--- src/rtl/core/mfp_pkg.sv ---
package mfp_pkg;

    // Default pool geometry
    localparam int SLOT_COUNT_DEF = 4;
    localparam int SLOT_BYTES_DEF = 8;

    // Command codes
    localparam logic [1:0] CMD_APPEND = 2'd0;
    localparam logic [1:0] CMD_POP    = 2'd1;
    localparam logic [1:0] CMD_FLUSH  = 2'd2;

    // Status codes
    localparam logic [2:0] ST_OK    = 3'd0;
    localparam logic [2:0] ST_FULL  = 3'd1;
    localparam logic [2:0] ST_LONG  = 3'd2;
    localparam logic [2:0] ST_EMPTY = 3'd3;
    localparam logic [2:0] ST_FLUSH = 3'd4;

    // One result as it leaves the sequencer
    typedef struct packed {
        logic [2:0] status;
        logic [7:0] out_byte;
        logic [3:0] msg_length;
        logic       last_of_run;
        logic [5:0] total_bytes;
    } t_result;

endpackage

--- src/rtl/core/mfp_ctrl.sv ---
module mfp_ctrl #(
    parameter int SLOT_COUNT = mfp_pkg::SLOT_COUNT_DEF,
    parameter int SLOT_BYTES = mfp_pkg::SLOT_BYTES_DEF
) (
    input  logic             i_clk,
    input  logic             i_rst_n,
    input  logic             i_req_valid,
    input  logic [1:0]       i_command,
    input  logic [7:0]       i_data_byte,
    input  logic             i_last_byte,
    input  logic             i_out_free,
    output logic             o_ready,
    output logic             o_res_valid,
    output mfp_pkg::t_result o_res
);

    localparam int SW = (SLOT_COUNT > 1) ? $clog2(SLOT_COUNT) : 1;
    localparam int CW = $clog2(SLOT_COUNT + 1);
    localparam int PW = $clog2(SLOT_BYTES + 1);
    localparam int AW = (SLOT_COUNT * SLOT_BYTES > 1) ? $clog2(SLOT_COUNT * SLOT_BYTES) : 1;
    localparam int QW = $clog2(SLOT_COUNT * SLOT_BYTES + 1);

    typedef enum logic [2:0] {
        S_IDLE = 3'b001,
        S_LEN  = 3'b010,
        S_POP  = 3'b100
    } t_state;

    t_state          r_state, n_state;
    logic [SW-1:0]   r_head, n_head;
    logic [CW-1:0]   r_count, n_count;
    logic [QW-1:0]   r_qbytes, n_qbytes;
    logic [PW-1:0]   r_pos, n_pos;
    logic            r_ovf, n_ovf;
    logic            r_blk, n_blk;
    logic [SW-1:0]   r_pop_slot, n_pop_slot;
    logic [PW-1:0]   r_pop_len, n_pop_len;
    logic [PW-1:0]   r_pop_idx, n_pop_idx;

    // Message byte store and slot length store
    logic [7:0]      byte_mem [SLOT_COUNT * SLOT_BYTES];
    logic [PW-1:0]   len_mem  [SLOT_COUNT];
    logic [7:0]      r_byte_rd;
    logic [PW-1:0]   r_len_rd;

    logic            byte_we, byte_re, len_we, len_re;
    logic [AW-1:0]   byte_waddr, byte_raddr;
    logic [SW-1:0]   len_waddr;
    logic [PW-1:0]   len_wdata;

    logic            accept, full, blk_now, ovf_now;
    logic [SW-1:0]   tail;
    logic [PW-1:0]   pos_inc, len_fix, idx_next, rd_idx;
    int              tsum;

    assign o_ready = (r_state == S_IDLE) && i_out_free;
    assign accept  = i_req_valid && o_ready;

    // Locate the slot after the last queued message
    always_comb begin
        tsum = int'(r_head) + int'(r_count);
        if (tsum >= SLOT_COUNT) begin
            tsum = tsum - SLOT_COUNT;
        end
        tail = SW'(tsum);
    end

    assign full     = int'(r_count) >= SLOT_COUNT;
    assign blk_now  = r_blk || full;
    assign ovf_now  = r_ovf || (int'(r_pos) >= SLOT_BYTES);
    assign pos_inc  = (int'(r_pos) < SLOT_BYTES) ? r_pos + PW'(1) : r_pos;
    assign idx_next = r_pop_idx + PW'(1);
    assign rd_idx   = (r_state == S_LEN) ? '0 : idx_next;

    // Clamp the stored length into one to SLOT_BYTES
    always_comb begin
        len_fix = r_len_rd;
        if (int'(r_len_rd) > SLOT_BYTES) begin
            len_fix = PW'(SLOT_BYTES);
        end
        if (r_len_rd == '0) begin
            len_fix = PW'(1);
        end
    end

    assign byte_waddr = AW'(int'(tail) * SLOT_BYTES + int'(r_pos));
    assign byte_raddr = AW'(int'(r_pop_slot) * SLOT_BYTES + int'(rd_idx));
    assign len_waddr  = tail;
    assign len_wdata  = pos_inc;

    // Sequence appends, pops and flushes
    always_comb begin
        n_state     = r_state;
        n_head      = r_head;
        n_count     = r_count;
        n_qbytes    = r_qbytes;
        n_pos       = r_pos;
        n_ovf       = r_ovf;
        n_blk       = r_blk;
        n_pop_slot  = r_pop_slot;
        n_pop_len   = r_pop_len;
        n_pop_idx   = r_pop_idx;
        byte_we     = 1'b0;
        byte_re     = 1'b0;
        len_we      = 1'b0;
        len_re      = 1'b0;
        o_res_valid = 1'b0;
        o_res       = '{status: mfp_pkg::ST_OK, out_byte: 8'd0, msg_length: 4'd0,
                        last_of_run: 1'b1, total_bytes: 6'(r_qbytes)};

        case (r_state)
            S_IDLE: begin
                if (accept) begin
                    case (i_command)
                        mfp_pkg::CMD_APPEND: begin
                            // store the byte while the pool is not full and room remains in the slot
                            byte_we = !full && (int'(r_pos) < SLOT_BYTES);
                            if (i_last_byte) begin
                                o_res_valid = 1'b1;
                                n_pos = '0;
                                n_ovf = 1'b0;
                                n_blk = 1'b0;
                                if (blk_now) begin
                                    o_res.status = mfp_pkg::ST_FULL;
                                end else if (ovf_now) begin
                                    o_res.status = mfp_pkg::ST_LONG;
                                end else begin
                                    len_we   = 1'b1;
                                    n_count  = r_count + CW'(1);
                                    n_qbytes = r_qbytes + QW'(pos_inc);
                                    o_res.msg_length  = 4'(pos_inc);
                                    o_res.total_bytes = 6'(r_qbytes + QW'(pos_inc));
                                end
                            end else begin
                                n_pos = pos_inc;
                                n_ovf = ovf_now;
                                n_blk = blk_now;
                            end
                        end
                        mfp_pkg::CMD_POP: begin
                            if (r_count == '0) begin
                                o_res_valid  = 1'b1;
                                o_res.status = mfp_pkg::ST_EMPTY;
                            end else begin
                                len_re     = 1'b1;
                                n_pop_slot = r_head;
                                n_state    = S_LEN;
                            end
                        end
                        mfp_pkg::CMD_FLUSH: begin
                            n_count  = '0;
                            n_qbytes = '0;
                            n_pos    = '0;
                            n_ovf    = 1'b0;
                            n_blk    = 1'b0;
                            o_res_valid       = 1'b1;
                            o_res.status      = mfp_pkg::ST_FLUSH;
                            o_res.total_bytes = 6'd0;
                        end
                        default: begin
                        end
                    endcase
                end
            end
            S_LEN: begin
                // retire the head slot and fetch its first byte
                n_pop_len = len_fix;
                n_pop_idx = '0;
                n_head    = (int'(r_head) + 1 >= SLOT_COUNT) ? '0 : r_head + SW'(1);
                n_count   = r_count - CW'(1);
                n_qbytes  = (r_qbytes >= QW'(len_fix)) ? r_qbytes - QW'(len_fix) : '0;
                byte_re   = 1'b1;
                n_state   = S_POP;
            end
            S_POP: begin
                if (i_out_free) begin
                    o_res_valid       = 1'b1;
                    o_res.out_byte    = r_byte_rd;
                    o_res.msg_length  = 4'(r_pop_len);
                    o_res.last_of_run = (idx_next == r_pop_len);
                    if (idx_next == r_pop_len) begin
                        n_state = S_IDLE;
                    end else begin
                        byte_re   = 1'b1;
                        n_pop_idx = idx_next;
                    end
                end
            end
            default: begin
                n_state = S_IDLE;
            end
        endcase
    end

    // Write and read the stores
    always_ff @(posedge i_clk) begin
        if (byte_we) begin
            byte_mem[byte_waddr] <= i_data_byte;
        end
        if (byte_re) begin
            r_byte_rd <= byte_mem[byte_raddr];
        end
        if (len_we) begin
            len_mem[len_waddr] <= len_wdata;
        end
        if (len_re) begin
            r_len_rd <= len_mem[r_head];
        end
    end

    // Hold queue and build state
    always_ff @(posedge i_clk) begin
        if (!i_rst_n) begin
            r_state  <= S_IDLE;
            r_head   <= '0;
            r_count  <= '0;
            r_qbytes <= '0;
            r_pos    <= '0;
            r_ovf    <= 1'b0;
            r_blk    <= 1'b0;
        end else begin
            r_state  <= n_state;
            r_head   <= n_head;
            r_count  <= n_count;
            r_qbytes <= n_qbytes;
            r_pos    <= n_pos;
            r_ovf    <= n_ovf;
            r_blk    <= n_blk;
        end
    end

    always_ff @(posedge i_clk) begin
        r_pop_slot <= n_pop_slot;
        r_pop_len  <= n_pop_len;
        r_pop_idx  <= n_pop_idx;
    end

endmodule

--- src/rtl/core/message_fifo_pool.sv ---
// Message queue over a pool of SLOT_COUNT slots of SLOT_BYTES bytes each.
// Input channel: i_valid / o_stall with i_command, i_data_byte, i_last_byte.
// An append request carries one byte; the request with i_last_byte set closes
// the message and yields one result (ok with length, full, or too long).
// A pop request yields one result per byte of the oldest message, or a single
// empty result; a flush request yields one flushed result.
// Output channel: o_valid / i_stall; each result passes through an output register.
// o_last_of_run marks the final result of a request; o_total_bytes carries
// the queued byte total after that request.
// Append, flush and empty pop yield their result in the cycle after
// acceptance. A pop reads the slot length store, then the first byte, then
// one byte per cycle while the receiver does not stall, out of the byte
// store's registered read port.
// One request is in work at a time; o_stall stays high until it has issued
// its last result into the output register.
// While the receiver stalls, the output register holds its result and the
// sequencer waits.
// Reset empties the queue and drops any partial message; the stores keep
// their contents and are only read where written.
module message_fifo_pool #(
    parameter int SLOT_COUNT = mfp_pkg::SLOT_COUNT_DEF,
    parameter int SLOT_BYTES = mfp_pkg::SLOT_BYTES_DEF
) (
    input  logic       i_clk,
    input  logic       i_rst_n,
    input  logic       i_valid,
    output logic       o_stall,
    input  logic [1:0] i_command,
    input  logic [7:0] i_data_byte,
    input  logic       i_last_byte,
    output logic       o_valid,
    input  logic       i_stall,
    output logic [2:0] o_status,
    output logic [7:0] o_out_byte,
    output logic [3:0] o_msg_length,
    output logic       o_last_of_run,
    output logic [5:0] o_total_bytes
);

    logic             out_free, ready, res_valid;
    mfp_pkg::t_result res;
    mfp_pkg::t_result r_out;
    logic             r_valid;

    assign out_free = !r_valid || !i_stall;
    assign o_stall  = !ready;

    mfp_ctrl #(
        .SLOT_COUNT(SLOT_COUNT),
        .SLOT_BYTES(SLOT_BYTES)
    ) u_ctrl (
        .i_clk      (i_clk),
        .i_rst_n    (i_rst_n),
        .i_req_valid(i_valid),
        .i_command  (i_command),
        .i_data_byte(i_data_byte),
        .i_last_byte(i_last_byte),
        .i_out_free (out_free),
        .o_ready    (ready),
        .o_res_valid(res_valid),
        .o_res      (res)
    );

    // Load the output register when it is empty or being taken
    always_ff @(posedge i_clk) begin
        if (!i_rst_n) begin
            r_valid <= 1'b0;
        end else if (out_free) begin
            r_valid <= res_valid;
        end
    end

    always_ff @(posedge i_clk) begin
        if (out_free && res_valid) begin
            r_out <= res;
        end
    end

    assign o_valid       = r_valid;
    assign o_status      = r_out.status;
    assign o_out_byte    = r_out.out_byte;
    assign o_msg_length  = r_out.msg_length;
    assign o_last_of_run = r_out.last_of_run;
    assign o_total_bytes = r_out.total_bytes;

endmodule
--- config.mk ---
export PLATFORM = sky130hd
export DESIGN_NAME = message_fifo_pool
export DESIGN_NICKNAME = d
export VERILOG_FILES = /design/src/rtl/core/mfp_pkg.sv /design/src/rtl/core/mfp_ctrl.sv /design/src/rtl/core/message_fifo_pool.sv
export SDC_FILE = /design/constraint.sdc
export NUM_CORES = 1
export LEC_CHECK = 0
export BUFFER_PORTS_ARGS = -buffer_cell sky130_fd_sc_hd__buf_2
export CORE_MARGIN = 3
export CORE_UTILIZATION = 56
export DETAILED_ROUTE_END_ITERATION = 6
export PLACE_DENSITY_LB_ADDON = 0.2
export SLEW_MARGIN = 40
export SYNTH_ARGS = -nofsm -noshare
export SYNTH_HDL_FRONTEND = slang
export SYNTH_SLANG_ARGS = --single-unit
--- constraint.sdc ---
create_clock -name i_clk -period 2.92 [get_ports i_clk]
set_clock_uncertainty 0.2 [all_clocks]
set_input_delay 0.292 -clock i_clk [delete_from_list [all_inputs] [get_ports i_clk]]
set_output_delay 0.292 -clock i_clk [all_outputs]
set_load 0.005 [all_outputs]
After elaboration in Yosys (flattened, before gate mapping)

Memory sizes are Yosys's and may differ from the RTL's. A register that Yosys moved wholly into a read port is not among the register bits.
Cells that the tools add are included.

Register bits: 53
Bits in writable memories: 272
Word-level logic and storage cells: 151
Memories: 2

Add/sub/neg operators: 12
Order comparisons: 7
Equality and inequality tests: 16
Mux-type cells: 73
Bitwise gates (word level): 1
Reduce and logical (&&, ||, !) cells: 24

Memory list:

| memory          | depth | bits a word | read ports | clocked after Yosys merged registers in | write ports | line           | RTL |
|---|---|---|---|---|---|---|---|
| u_ctrl.byte_mem | 32    | 8           | 1          | 1                                       | 1           | mfp_ctrl.sv:41 | `logic [7:0] byte_mem [SLOT_COUNT * SLOT_BYTES];` |
| u_ctrl.len_mem  | 4     | 4           | 1          | 1                                       | 1           | mfp_ctrl.sv:42 | `logic [PW-1:0] len_mem [SLOT_COUNT];` |

Operator list:

| cell                                                                    | number |
|---|---|
| 4-bit two-way mux                                                       | 12 |
| 6-bit two-way mux                                                       | 6 |
| 3-bit two-way mux                                                       | 11 |
| 32-bit by 4-bit >= comparator with 1-bit output (second input constant) | 1 |
| 1-bit two-way mux                                                       | 25 |
| 4-bit one-hot mux with 2 select lines                                   | 3 |
| 6-bit one-hot mux with 2 select lines                                   | 2 |
| 3-bit one-hot mux with 3 select lines                                   | 2 |
| 3-bit inequality test (second input constant)                           | 4 |
| 3-bit one-hot mux with 2 select lines                                   | 2 |
| 5-bit by 4-bit adder with 5-bit output                                  | 2 |
| 4-bit by 1-bit adder with 4-bit output (second input constant)          | 2 |
| 2-bit two-way mux                                                       | 4 |
| 2-bit inequality test (second input constant)                           | 4 |
| 1-bit one-hot mux with 2 select lines                                   | 4 |
| 6-bit by 4-bit adder with 6-bit output                                  | 1 |
| 6-bit by 4-bit >= comparator with 1-bit output                          | 1 |
| 3-bit AND reduction                                                     | 2 |
| 6-bit AND reduction                                                     | 1 |
| 2-bit nonzero test                                                      | 3 |
| 6-bit by 4-bit subtractor with 6-bit output                             | 1 |
| 5-bit two-way mux                                                       | 1 |
| 5-bit AND reduction                                                     | 1 |
| 2-bit by 3-bit adder with 4-bit output                                  | 1 |
| other kinds (27)                                                        | 37 |

Longest topological paths before layout

Gate-level depths: netlist of run 1.

Depth in word-level cells: 10
Gate-level depth with buffers: 13

Modules after synthesis

Synthesis of run 1 repeated with hierarchy kept, for this count alone.

Cells, all modules: 987
Area total of the unflattened synthesis: 14111.0 µm²

Modules (own cells, without submodules):

| module            | instances | cells an instance | area an instance (µm²) |
|---|---|---|---|
| mfp_ctrl          | 1         | 959               | 13405.4 |
| message_fifo_pool | 1         | 28                | 705.7 |

Worst setup path after synthesis of run 1

Ideal clock, no wire load.

Kind: register to register
Start point: register u_ctrl.r_state[1]
End point: register u_ctrl.r_byte_rd[1] (read register of u_ctrl.byte_mem), data pin
Library setup time: 0.267 ns
Data arrival time: 2.514 ns
Data required time: 2.453 ns
Path slack: -0.061 ns
Stages on the path, launching flop included: 12
Path buffers: 4
Period minus slack after synthesis: 2.981 ns
Path through: dfxtp_1 > or3b_4 > inv_2 > buf_6 > buf_2 > buf_2 > nor2_1 > ha_1 > xnor2_1 > clkbuf_1 > o311a_1 > a22oi_1

Cells in the longest elaborated chain, start to end: 3

Ends and longest elaborated chain:

| item                                     | line                            | RTL |
|---|---|---|
| start, declared                          | mfp_ctrl.sv:29                  | `t_state r_state, n_state;` |
| start signal, assigned                   | mfp_ctrl.sv:222                 | `r_state <= n_state;` |
| 3-bit by 2-bit == test with 1-bit output | mfp_ctrl.sv:73, mfp_ctrl.sv:111 |  |
| 4-bit two-way mux                        | mfp_ctrl.sv:73                  | `assign rd_idx = (r_state == S_LEN) ? '0 : idx_next;` |
| 5-bit by 4-bit adder with 5-bit output   | mfp_ctrl.sv:87                  | `assign byte_raddr = AW'(int'(r_pop_slot) * SLOT_BYTES + int'(rd_idx));` |
| end, declared                            | mfp_ctrl.sv:43                  | `logic [7:0] r_byte_rd;` |

Parallel ways exist; a longest one is shown, timed or not.
A chain may end at the register's enable or synchronous reset.

Final worst setup path of run 1

Start point: register u_ctrl.r_len_rd[2] (read register of u_ctrl.len_mem)
End point: register u_ctrl.r_qbytes[3]

Cells in the longest elaborated chain, start to end: 6

Ends and longest elaborated chain:

| item                                                                                                          | line            | RTL |
|---|---|---|
| start, declared                                                                                               | mfp_ctrl.sv:44  | `logic [PW-1:0] r_len_rd;` |
| 4-bit > comparator                                                                                            | mfp_ctrl.sv:78  | `if (int'(r_len_rd) > SLOT_BYTES) begin` |
| 4-bit two-way mux                                                                                             | mfp_ctrl.sv:78  |  |
| 4-bit two-way mux *                                                                                           | mfp_ctrl.sv:81  | `if (r_len_rd == '0) begin` |
| via u_ctrl.len_fix[0]                                                                                         | mfp_ctrl.sv:53  | `logic [PW-1:0] pos_inc, len_fix, idx_next, rd_idx;` |
| 6-bit by 4-bit subtractor with 6-bit output or 6-bit by 4-bit >= comparator with 1-bit output (tied branches) | mfp_ctrl.sv:171 | `n_qbytes = (r_qbytes >= QW'(len_fix)) ? r_qbytes - QW'(len_fix) : '0;` |
| 6-bit two-way mux *                                                                                           | mfp_ctrl.sv:171 |  |
| 6-bit one-hot mux with 2 select lines *                                                                       | mfp_ctrl.sv:111 | `case (r_state)` |
| end signal, assigned                                                                                          | mfp_ctrl.sv:225 | `r_qbytes <= n_qbytes;` |
| end, declared                                                                                                 | mfp_ctrl.sv:32  | `logic [QW-1:0] r_qbytes, n_qbytes;` |

The timed path passes the listed nets; every way through them passes the cells marked *.

==> flow_summary.json, run 1 <==
{
  "critical_path.reg2reg.startpoint": "u_ctrl.r_len_rd[2]",
  "cts_num_sinks": 337,
  "setup_slack_ns": 0.101,
  "die_h_um": 164,
  "die_area_mm2": 0.0270,
  "drt-pass1-iter-count": 5,
  "vias": 8899,
  "grt_pass1_vias": 8696,
  "clock_tree_from_tritoncts": "done",
  "cts.path.max_buffers": 3,
  "root_buffer": "sky130_fd_sc_hd__clkbuf_16",
  "grt_first_pass_wirelength_mm": 50.5,
  "drt_drc": 0,
  "cts_post_setup_buffers_inserted": 0,
  "power_density_mw_per_mm2": 609,
  "total_leakage_power_nw": 5.66,
  "grt_antenna_before_repair": 0,
  "synth_edf_count": 316,
  "synth-seq-area-share": 0.705,
  "max_stage_delay_cell_worst_path": "sky130_fd_sc_hd__o21ai_0",
  "worst_r2r_path_depth": 11,
  "path_common_cell": "sky130_fd_sc_hd__nor2_1",
  "ratio_of_cells_with_drive_above_1_in_the_final_layout": 0.182,
  "synthesis.instances": 1018,
  "asyncSetResetFlopFracSynth": 0,
  "htree_levels": 2,
  "synth.ff_latch_count": 337,
  "critical_path_arrival_ns": 2.99,
  "final_hold_viol_count": 0,
  "peakVddDrop_mv": 0.526,
  "setup.worst_path.start": "u_ctrl.r_len_rd[2]",
  "worstMarginPinSlew_ns": 0.739,
  "floorplan.core_area_mm2": 0.0245,
  "finalCritPeriodShare": 0.966,
  "post-dp-hpwl_mm": 20.8,
  "crit_required_ns": 3.10,
  "placement.io_buffers": 38,
  "worst_setup_hold_path_clk_slew_ns": 0.06,
  "drv_cap": 0,
  "timing.critical_path.slowest_cell_delay_ns": 0.54,
  "synthesis.area_per_instance_um2": 13.8,
  "boundaryPins": 39,
  "cp_max_fo": 5,
  "antenna_violating_nets_post_route": 0,
  "rr_endpoint": "u_ctrl.r_qbytes[3]",
  "postSynth.topFlopCell": "sky130_fd_sc_hd__edfxtp_1",
  "clkLatencyLatePin_ns": 0.53,
  "cts-buffers-inserted": 36,
  "setup_viol_count_final": 0,
  "total_grt_overflow": 0,
  "post_synthesis_net_count": 1055,
  "initial_utilization": 0.575,
  "critPathCaptureType": "flip-flop",
  "crit_chain": "nor2_1 > nor2_1 > nor2_1 > ha_1 > inv_1 > fa_1 > a21o_1 > nand2_1 > nand3_1 > o21ai_0 > o2bb2ai_1",
  "viasPerCell": 6.03,
  "outcome": "completed",
  "hold_class": "in -> reg",
  "worst_slew_margin_rel": 0.507,
  "areaGrowthSynthToFinish_pct": 15.9,
  "final_critical_delay_including_setup_and_external_delays_ns": 2.82,
  "ys_types": 57,
  "dpl_cell_area_mm2": 0.0151,
  "nets": 1162,
  "crit_path_start_kind": "flip-flop",
  "final_design_area_no_fill_mm2": 0.0163,
  "fp-row-count": 57,
  "antenna_cells": 0,
  "avgRoutedWirePerCell_um": 22.1,
  "maximum_number_of_pins_on_one_net_before_global_route_repair": 49,
  "ys_warn_count": 0,
  "initialDrtViolationCount": 933,
  "rsz0062_at_grt": "false",
  "global_route.usage.total": 0.248,
  "final-seq-area_mm2": 0.00991,
  "wirelength_mm": 32.6,
  "chipWidth_um": 164,
  "place_congestion": 0.908,
  "crit_path_end": "u_ctrl.r_qbytes[3]",
  "num-fill-cells": 1766,
  "final_max_slew_viol_count": 0,
  "reg2reg_setup_slack_ns": 0.10,
  "setup.worst_path.class": "reg -> reg",
  "fmax_mhz": 355,
  "mapped_area_mm2": 0.0141,
  "pre_cts_ws_ns": -0.0784,
  "multi_input_comb_area_mm2": 0.00383
}
-- critical path, delay by kind of cell, from the launching register on --
| kind | cells | cell delay [ns] |
|---|---|---|
| compound gates | 3 | 0.91 |
| fa+ha+maj | 2 | 0.59 |
| buf+inv | 1 | 0.05 |
| flops | 1 | 0.40 |
| simple gates | 5 | 0.51 |
-- how the worst min path moves through the flow --
stage,from,end,slack (ns),cells after the start
global route,i_valid,o_status[2],0.11,3
global placement,u_ctrl.r_ovf,u_ctrl.r_ovf,0.26,2
finish,i_valid,o_status[2],0.1,3
floorplan,i_data_byte[0],u_ctrl.byte_mem[0][0],0.19,0
detailed placement,u_ctrl.r_ovf,u_ctrl.r_ovf,0.27,2
CTS,i_valid,o_status[2],0.09,3
-- Yosys cell counts (all sizes together), types with 10 or more instances --
cell type | number | area (µm²)
edfxtp | 316 | 9490
o21ai | 44 | 220
mux2i | 18 | 180
clkbuf | 22 | 82.6
dfxtp | 21 | 420
nand2 | 132 | 505
a22oi | 23 | 173
nor2b | 13 | 81.3
buf | 33 | 244
ha | 20 | 250
inv | 17 | 63.8
nand3 | 48 | 240
a221oi | 11 | 103
o22ai | 16 | 100
nor2 | 71 | 269
and3 | 11 | 68.8
xnor2 | 13 | 114
or3 | 17 | 106
nand4 | 10 | 62.6
a21o | 13 | 97.6
a21oi | 39 | 195
a211oi | 12 | 90.1
-- metrics by stage --
step	hold WS, ns	power, mW	std cells	utilization	TNS [ns]
3_3_place_gp	0.258	5.62	1409	0.616	-0.0530
4_1_cts	0.0868	9.97	1475	0.664	0
3_5_place_dp	0.265	5.63	1409	0.616	-0.0905
2_1_floorplan	0.191	5.49	1018	-	0
6_report	0.0951	9.92	1475	0.666	0
5_1_grt	0.111	10.2	1475	0.666	0
-- cells in the final DEF, fill, tap and decap left out, drive strengths merged, types with 6 or more instances in the layout --
cell,instances
a22o,6
a311oi,7
xnor2,13
a21boi,7
mux2i,18
nor2b,13
mux2,9
o21ai,44
a22oi,23
or3,17
a221oi,11
o22ai,16
o311a,7
o221ai,7
nor3,9
buf,122
nand3,48
edfxtp,316
clkinv,15
inv,19
xor2,7
nand4,10
clkbuf,43
a21o,13
nor2,71
ha,20
a21oi,39
nand2,132
a211oi,12
dfxtp,21
and3,11
-- cell type report --
class / count / area share
Clock buffer: 43 / 0.0588
Clock inverter: 21 / 0.0114
Inverter: 17 / 0.00392
Multi-Input combinational cell: 609 / 0.235
Sequential cell: 337 / 0.608
Tap cell: 324 / 0.0249
Timing Repair Buffer: 124 / 0.0572
-- kinds of logic (layout without fill, tap and decap cells) --
kind of cell	after synthesis	count (layout)	share of synthesized area
simple gates	330	330	0.109
mux	31	31	0.0264
flops	337	337	0.705
fa+ha+maj	22	22	0.0206
compound gates	206	206	0.0986
buf+inv	72	205	0.0278
xor+xnor	20	20	0.0130
-- metal layers --
metal,global-route usage,vias to the layer above,routed length [µm]
met5,0,-,0
met4,0.0827,0,857
met3,0.0369,60,2700
met2,0.395,399,15600
met1,0.355,4354,13400
li1,-,4086,-
-- report_power, final --
group / switching [mW] / internal (mW)
clock network: 1.79 / 2.61
logic: 0.158 / 0.0598
registers: 0.00802 / 5.30
-- sequential cells by signal, summed over array words and instances (netlist names), 4 cells and up --
| name | count |
|---|---|
| o_msg_length | 4 |
| u_ctrl.r_qbytes | 6 |
| u_ctrl.r_len_rd | 4 |
| o_out_byte | 8 |
| u_ctrl.r_pop_len | 4 |
| u_ctrl.len_mem | 16 |
| u_ctrl.r_byte_rd | 8 |
| o_total_bytes | 6 |
| u_ctrl.r_pop_idx | 4 |
| u_ctrl.r_pos | 4 |
| u_ctrl.byte_mem | 256 |
-- repair_timing --
action / 4_1_cts / 5_1_grt
endpoints found under the hold margin: 7 / 0
cloned: 0 / 0
pin swaps: 0 / 1
gates resized for setup: 2 / 10
hold buffers: 2 / 0
setup endpoints to repair: 2 / 28
(Power assumes the default switching activity.)
==> run 2, diff against run 1 <==
--- a/config.mk
+++ b/config.mk
@@ -5,12 +5,12 @@
 export SDC_FILE = /design/constraint.sdc
 export NUM_CORES = 1
 export LEC_CHECK = 0
+export ABC_AREA = 1
 export BUFFER_PORTS_ARGS = -buffer_cell sky130_fd_sc_hd__buf_2
 export CORE_MARGIN = 3
 export CORE_UTILIZATION = 56
 export DETAILED_ROUTE_END_ITERATION = 6
 export PLACE_DENSITY_LB_ADDON = 0.2
-export SLEW_MARGIN = 40
 export SYNTH_ARGS = -nofsm -noshare
 export SYNTH_HDL_FRONTEND = slang
 export SYNTH_SLANG_ARGS = --single-unit
==> run 2 against run 1 <==
  * Non-clock buffer count fell by 21
  * Clock power fell by 6.6%
  * Final cell count rose by 17%
  * Final area rose by 1.6%
  * Register-to-register slack improved by 0.10 ns
  * First-iteration DRC count rose by 2.3%
  * Synthesized area rose by 4.4%
  * Maximum frequency rose by 3.8%
  * Sequential cell count did not move
  * Power rose by 0.20%
  * Sequential share of layout area fell by 0.94 points
==> flow_summary.json, run 2 <==
{
  "power.switching_mw": 2.08,
  "avgRoutedWirePerCell_um": 18.6,
  "synth_edf_count": 316,
  "outcome": "completed",
  "htree_levels": 2,
  "critPathCaptureType": "flip-flop",
  "grt_pass1_vias": 9390,
  "cts_repair_resize_count": 0,
  "clock_tree_from_tritoncts": "done",
  "post-dp-hpwl_mm": 21.0,
  "place_congestion": 0.893,
  "ratio_of_cells_with_drive_above_1_in_the_final_layout": 0.117,
  "synthesis.area_per_instance_um2": 11.3,
  "grt_antenna_before_repair": 2,
  "mapped_area_mm2": 0.0147,
  "ys_warn_count": 0,
  "antenna_cells": 0,
  "power_density_mw_per_mm2": 601,
  "fmax_mhz": 368,
  "nets": 1413,
  "maximum_number_of_pins_on_one_net_before_global_route_repair": 73,
  "crit_required_ns": 3.10,
  "die_area_mm2": 0.0282,
  "synthMostInstantiatedCell": "sky130_fd_sc_hd__edfxtp_1",
  "final_design_area_no_fill_mm2": 0.0165,
  "synthesis.instances": 1294,
  "peakVddDrop_mv": 0.583,
  "vias": 9686,
  "placement.io_buffers": 38,
  "pwr-share-comb": 0.046,
  "registers.top_by_ff_count": "u_ctrl.byte_mem",
  "floorplan.core_area_mm2": 0.0255,
  "timing.critical_path.slowest_cell_delay_ns": 0.46,
  "asyncSetResetFlopFracSynth": 0,
  "final_critical_delay_including_setup_and_external_delays_ns": 2.72,
  "total_grt_overflow": 0,
  "areaGrowthSynthToFinish_pct": 12.8,
  "drt-pass1-iter-count": 5,
  "timing.setup.tns_ns": 0,
  "viasPerCell": 5.61,
  "worstMarginPinSlew_ns": 0.703,
  "final_hold_viol_count": 0,
  "synth_top_cell_area_share": 0.647,
  "ys_types": 34,
  "part_of_the_power_in_the_clock_network": 0.413,
  "synth.ff_latch_count": 337,
  "seqPwrFrac": 0.541,
  "initialDrtViolationCount": 954,
  "netlist_top_cells_count": "sky130_fd_sc_hd__edfxtp_1, sky130_fd_sc_hd__nand2_1, sky130_fd_sc_hd__inv_1",
  "cell_internal_pwr_mw": 7.86,
  "synth.area.top_cells": "sky130_fd_sc_hd__edfxtp_1, sky130_fd_sc_hd__nand2_1, sky130_fd_sc_hd__o211ai_1",
  "worst_slew_margin_rel": 0.532,
  "synth-seq-area-share": 0.675,
  "crit_path_start_kind": "flip-flop",
  "drt_drc": 0,
  "setup_viol_count_final": 0,
  "max_stage_delay_cell_worst_path": "sky130_fd_sc_hd__inv_1",
  "worst_setup_hold_path_clk_slew_ns": 0.06,
  "clkLatencyLatePin_ns": 0.52,
  "path_common_cell": "sky130_fd_sc_hd__nand2_1",
  "die_h_um": 168,
  "cts_num_sinks": 337,
  "hold_class": "in -> reg",
  "finalCritPeriodShare": 0.930,
  "boundaryPins": 39,
  "cts.path.max_buffers": 3,
  "global_route.usage.total": 0.228,
  "total_leakage_power_nw": 6.54,
  "num-fill-cells": 1922,
  "chipWidth_um": 168,
  "final_cell_mix": "sky130_fd_sc_hd__edfxtp_1, sky130_fd_sc_hd__nand2_1, sky130_fd_sc_hd__inv_1",
  "dpl_cell_area_mm2": 0.0155,
  "rsz0062_at_grt": "false",
  "crit_chain": "nand3_4 > inv_1 > nor2_1 > ha_1 > inv_1 > nand3_1 > nand2_1 > nand2_1 > nand2_1",
  "post_synthesis_net_count": 1331,
  "grt_first_pass_wirelength_mm": 50.9,
  "synth_top_cell_by_area": "sky130_fd_sc_hd__edfxtp_1",
  "setup.worst_path.class": "reg -> reg",
  "initial_utilization": 0.576,
  "final_max_slew_viol_count": 0,
  "drv_cap": 0,
  "biggestRegsByFlops": "u_ctrl.byte_mem (256), u_ctrl.len_mem (16)",
  "flip_flop_count_of_the_largest_register_all_copies_and_words_added": 256,
  "worstPathBufferInverterCount": 2,
  "antenna_violating_nets_post_route": 0,
  "mostFrequentLayoutCell": "sky130_fd_sc_hd__edfxtp_1",
  "critical_path_arrival_ns": 2.89,
  "cts-buffers-inserted": 35,
  "fp-row-count": 58,
  "wirelength_mm": 32.1,
  "cp_max_fo": 19,
  "root_buffer": "sky130_fd_sc_hd__clkbuf_16",
  "postSynth.topFlopCell": "sky130_fd_sc_hd__edfxtp_1",
  "sw_frac": 0.209,
  "worst_path_dominant_cell_family": "simple AND/OR/NAND/NOR gates"
}
-- run 2: per-stage QoR --
stage | total power, mW | hold slack (ns) | setup slack, ns | cells | util
3_5_place_dp | 5.93 | 0.265 | 0.267 | 1667 | 0.608
6_report | 9.94 | 0.0435 | 0.204 | 1727 | 0.650
2_1_floorplan | 5.72 | 0.176 | 0.332 | 1294 | -
4_1_cts | 10.0 | 0.0313 | 0.238 | 1727 | 0.650
5_1_grt | 10.3 | 0.0548 | 0.0266 | 1727 | 0.650
3_3_place_gp | 5.91 | 0.253 | 0.347 | 1667 | 0.608
-- run 2: what timing repair did --
| action | in CTS | in global routing |
|---|---|---|
| endpoints found under the hold margin | 9 | 0 |
| setup endpoints to repair | 0 | 0 |
| hold buffers | 2 | 0 |
| buffers inserted | 0 | 0 |
-- run 2: cell type report --
type | instances | area (µm²) | share of cell area
well taps | 330 | 413 | 0.0250
clock inverters | 13 | 120 | 0.00726
clock buffers | 45 | 913 | 0.0552
multi-input cells | 716 | 3770 | 0.228
flip-flops and latches | 337 | 9910 | 0.599
repair buffers | 103 | 733 | 0.0443
inverters | 183 | 687 | 0.0415
-- run 2: metal layers --
layer / global-route usage / routed length [µm]
met5: 0 / 27
met4: 0.0719 / 852
met3: 0.0399 / 2320
met2: 0.375 / 15300
met1: 0.314 / 13600
-- run 2: final timing paths --
kind	slack, ns	cells past startpoint	from	to
max	0.20	9	u_ctrl.r_state[1]	u_ctrl.r_byte_rd[0]
min reg2reg	0.28	2	u_ctrl.r_ovf	u_ctrl.r_ovf
max reg2reg	0.20	9	u_ctrl.r_state[1]	u_ctrl.r_byte_rd[0]
min	0.04	3	i_valid	o_status[1]
-- run 2: kinds of logic after synthesis --
group	after synthesis	synth area share
compound gates	183	0.0837
buf+inv	241	0.0686
simple gates	500	0.146
mux	1	0.000682
flops	337	0.675
fa+ha+maj	22	0.0198
xor+xnor	10	0.00597
-- run 2: power groups by stage --
stage	logic (mW)	registers (mW)	clock network, mW
2_1_floorplan	0.248	5.47	0
3_3_place_gp	0.439	5.47	0
3_5_place_dp	0.452	5.48	0
4_1_cts	0.456	5.37	4.17
5_1_grt	0.509	5.38	4.38
6_report	0.456	5.37	4.11
-- run 2: worst reg2reg max path: cells and delay by family, from the launching register on --
kind | cells | cell delay, ns
and+or+nand+nor | 6 | 0.95
buffers and inverters | 2 | 0.67
adders and majority gates | 1 | 0.32
DFF | 1 | 0.43
==> run 3, diff against run 2 <==
--- a/config.mk
+++ b/config.mk
@@ -11,6 +11,7 @@
 export CORE_UTILIZATION = 56
 export DETAILED_ROUTE_END_ITERATION = 6
 export PLACE_DENSITY_LB_ADDON = 0.2
+export SETUP_SLACK_MARGIN = 0.4
 export SYNTH_ARGS = -nofsm -noshare
 export SYNTH_HDL_FRONTEND = slang
 export SYNTH_SLANG_ARGS = --single-unit
==> run 3 against run 2 <==
  * Highest routed layer is now met4
  * Utilization grew 1.4 points
  * Sequential share of layout area decreased by 1.2 points
  * Final cell count is 0.58% higher
  * Routed wire length increased by 3.4%
  * Via count is essentially flat
  * Clock power rose by 3%
==> flow_summary.json, run 3 (synthesized netlist as in run 2, its figures left out) <==
{
  "antenna_violating_nets_post_route": 0,
  "clock_tree_from_tritoncts": "done",
  "outcome": "completed",
  "rr_endpoint": "u_ctrl.r_byte_rd[4]",
  "cell_internal_pwr_mw": 7.95,
  "final_design_area_no_fill_mm2": 0.0169,
  "peakVddDrop_mv": 0.544,
  "fmax_mhz": 408,
  "worst_setup_hold_path_clk_slew_ns": 0.06,
  "grt_antenna_before_repair": 0,
  "flip_flop_count_of_the_largest_register_all_copies_and_words_added": 256,
  "timing.setup.tns_ns": 0,
  "pre_cts_ws_ns": 0.109,
  "multi_input_comb_area_mm2": 0.00395,
  "final_critical_delay_including_setup_and_external_delays_ns": 2.45,
  "power.switching_mw": 2.16,
  "final_max_slew_viol_count": 0,
  "grt_pass1_vias": 9198,
  "initialDrtViolationCount": 1108,
  "final_cell_mix": "sky130_fd_sc_hd__edfxtp_1, sky130_fd_sc_hd__nand2_1, sky130_fd_sc_hd__inv_1",
  "whs_ns": 0.0324,
  "total_leakage_power_nw": 6.67,
  "seqPwrFrac": 0.532,
  "root_buffer": "sky130_fd_sc_hd__clkbuf_16",
  "cts_num_sinks": 337,
  "drt-pass1-iter-count": 5,
  "clkLatencyLatePin_ns": 0.52,
  "setup.worst_path.class": "reg -> reg",
  "sw_frac": 0.214,
  "dpl_cell_area_mm2": 0.0155,
  "cp_max_fo": 8,
  "die_area_mm2": 0.0282,
  "setup.worst_path.start": "u_ctrl.r_pop_idx[0]",
  "num-fill-cells": 1872,
  "viasPerCell": 5.58,
  "worst_slew_margin_rel": 0.488,
  "rsz0062_at_grt": "false",
  "crit_chain": "nand3_1 > xor2_2 > nor2_1 > ha_4 > clkinvlp_4 > nand3_1 > nand2_1 > nand2_1 > nand2_1",
  "reg2reg_setup_slack_ns": 0.47,
  "crit_required_ns": 2.96,
  "drt_drc": 0,
  "grt_first_pass_wirelength_mm": 51.0,
  "cts.path.max_buffers": 3,
  "worstMarginPinSlew_ns": 0.767,
  "path_common_cell": "sky130_fd_sc_hd__nand2_1",
  "place_congestion": 0.911,
  "antenna_cells": 0,
  "post-dp-hpwl_mm": 20.4,
  "worst_hold_startpoint": "i_last_byte",
  "finalCritPeriodShare": 0.839,
  "registers.top_by_ff_count": "u_ctrl.byte_mem",
  "dpl.cell_count": 1658,
  "final_hold_viol_count": 0,
  "floorplan.core_area_mm2": 0.0255,
  "boundaryPins": 39,
  "timing.hold.worst_path_depth": 3,
  "die_h_um": 168,
  "initial_utilization": 0.576,
  "worst_r2r_path_depth": 9,
  "placement.io_buffers": 38,
  "power_density_mw_per_mm2": 598,
  "setup_viol_count_final": 0,
  "mostFrequentLayoutCell": "sky130_fd_sc_hd__edfxtp_1",
  "areaGrowthSynthToFinish_pct": 15.2,
  "fp-row-count": 58,
  "final-seq-area_mm2": 0.00992,
  "max_stage_delay_cell_worst_path": "sky130_fd_sc_hd__edfxtp_1",
  "drv_cap": 0,
  "biggestRegsByFlops": "u_ctrl.byte_mem (256), u_ctrl.len_mem (16)",
  "final_power_mw": 10.1,
  "htree_levels": 2,
  "timing.critical_path.slowest_cell_delay_ns": 0.49,
  "ratio_of_cells_with_drive_above_1_in_the_final_layout": 0.146,
  "setup_slack_ns": 0.469,
  "avgRoutedWirePerCell_um": 19.1,
  "critPathCaptureType": "flip-flop",
  "chipWidth_um": 168,
  "final_cell_count_no_fill": 1737,
  "total_grt_overflow": 0,
  "critical_path.reg2reg.startpoint": "u_ctrl.r_pop_idx[0]",
  "nets": 1420,
  "min_delay_worst_endpoint": "o_status[0]",
  "maximum_number_of_pins_on_one_net_before_global_route_repair": 73,
  "wirelength_mm": 33.2,
  "final_core_util": 0.663,
  "hold_class": "in -> reg",
  "vias": 9693,
  "global_route.usage.total": 0.231,
  "cts-buffers-inserted": 35,
  "part_of_the_power_in_the_clock_network": 0.417,
  "critical_path_arrival_ns": 2.49,
  "pwr-share-comb": 0.050,
  "crit_path_start_kind": "flip-flop"
}
-- run 3: changes by cell type in the layout (fill, tap and decap cells not counted), moves of 4 or more --
cell,before,now
sky130_fd_sc_hd__dfxtp_1,21,15
sky130_fd_sc_hd__dfxtp_2,0,4
sky130_fd_sc_hd__ha_1,20,16
sky130_fd_sc_hd__ha_4,0,4
sky130_fd_sc_hd__inv_1,180,176
sky130_fd_sc_hd__nand2_4,0,5
sky130_fd_sc_hd__nand3_1,123,118
sky130_fd_sc_hd__nand3_2,0,5
-- run 3: area by class of cell --
cell class              instances  area share
repair inverters                1    0.000444
well taps                     330      0.0244
flip-flops and latches        337       0.587
clock inverters                16     0.00822
clock buffers                  45      0.0553
multi-input cells             716       0.234
inverters                     183      0.0412
repair buffers                109      0.0495
-- run 3: routing by layer --
metal / track usage / wire length (µm)
met1: 0.334 / 14300
met3: 0.0394 / 2510
met4: 0.0630 / 704
met5: 0 / 0
met2: 0.367 / 15800
-- run 3: worst max-delay path, delay by kind of cell (launching register included) --
kind | cells | cell delay [ns]
simple gates | 6 | 0.69
flops | 1 | 0.49
fa+ha+maj | 1 | 0.33
xor+xnor | 1 | 0.26
buf+inv | 1 | 0.21
-- run 3: how the worst max path moves through the flow --
stage / end / slack, ns / cells past startpoint
after floorplan: o_last_of_run / 0.40 / 5
after global placement: o_total_bytes[5] / 0.20 / 12
after detailed placement: o_total_bytes[5] / 0.11 / 12
after CTS: u_ctrl.r_byte_rd[4] / 0.40 / 10
after global routing: u_ctrl.r_byte_rd[1] / 0.39 / 11
final: u_ctrl.r_byte_rd[4] / 0.47 / 9
-- run 3: power by group through the flow --
stage	Combinational [mW]	Clock [mW]	Sequential, mW
final	0.510	4.22	5.38
after global routing	0.560	4.48	5.38
after CTS	0.472	4.28	5.38
after detailed placement	0.466	0	5.48
after global placement	0.451	0	5.48
after floorplan	0.264	0	5.47
-- run 3: timing repair --
action	CTS	global route
gates resized for setup	7	35
endpoints found under the hold margin	9	0
pin swaps	0	8
buffers inserted	0	14
hold buffers	2	0
setup endpoints to repair	21	286
gates cloned	0	2
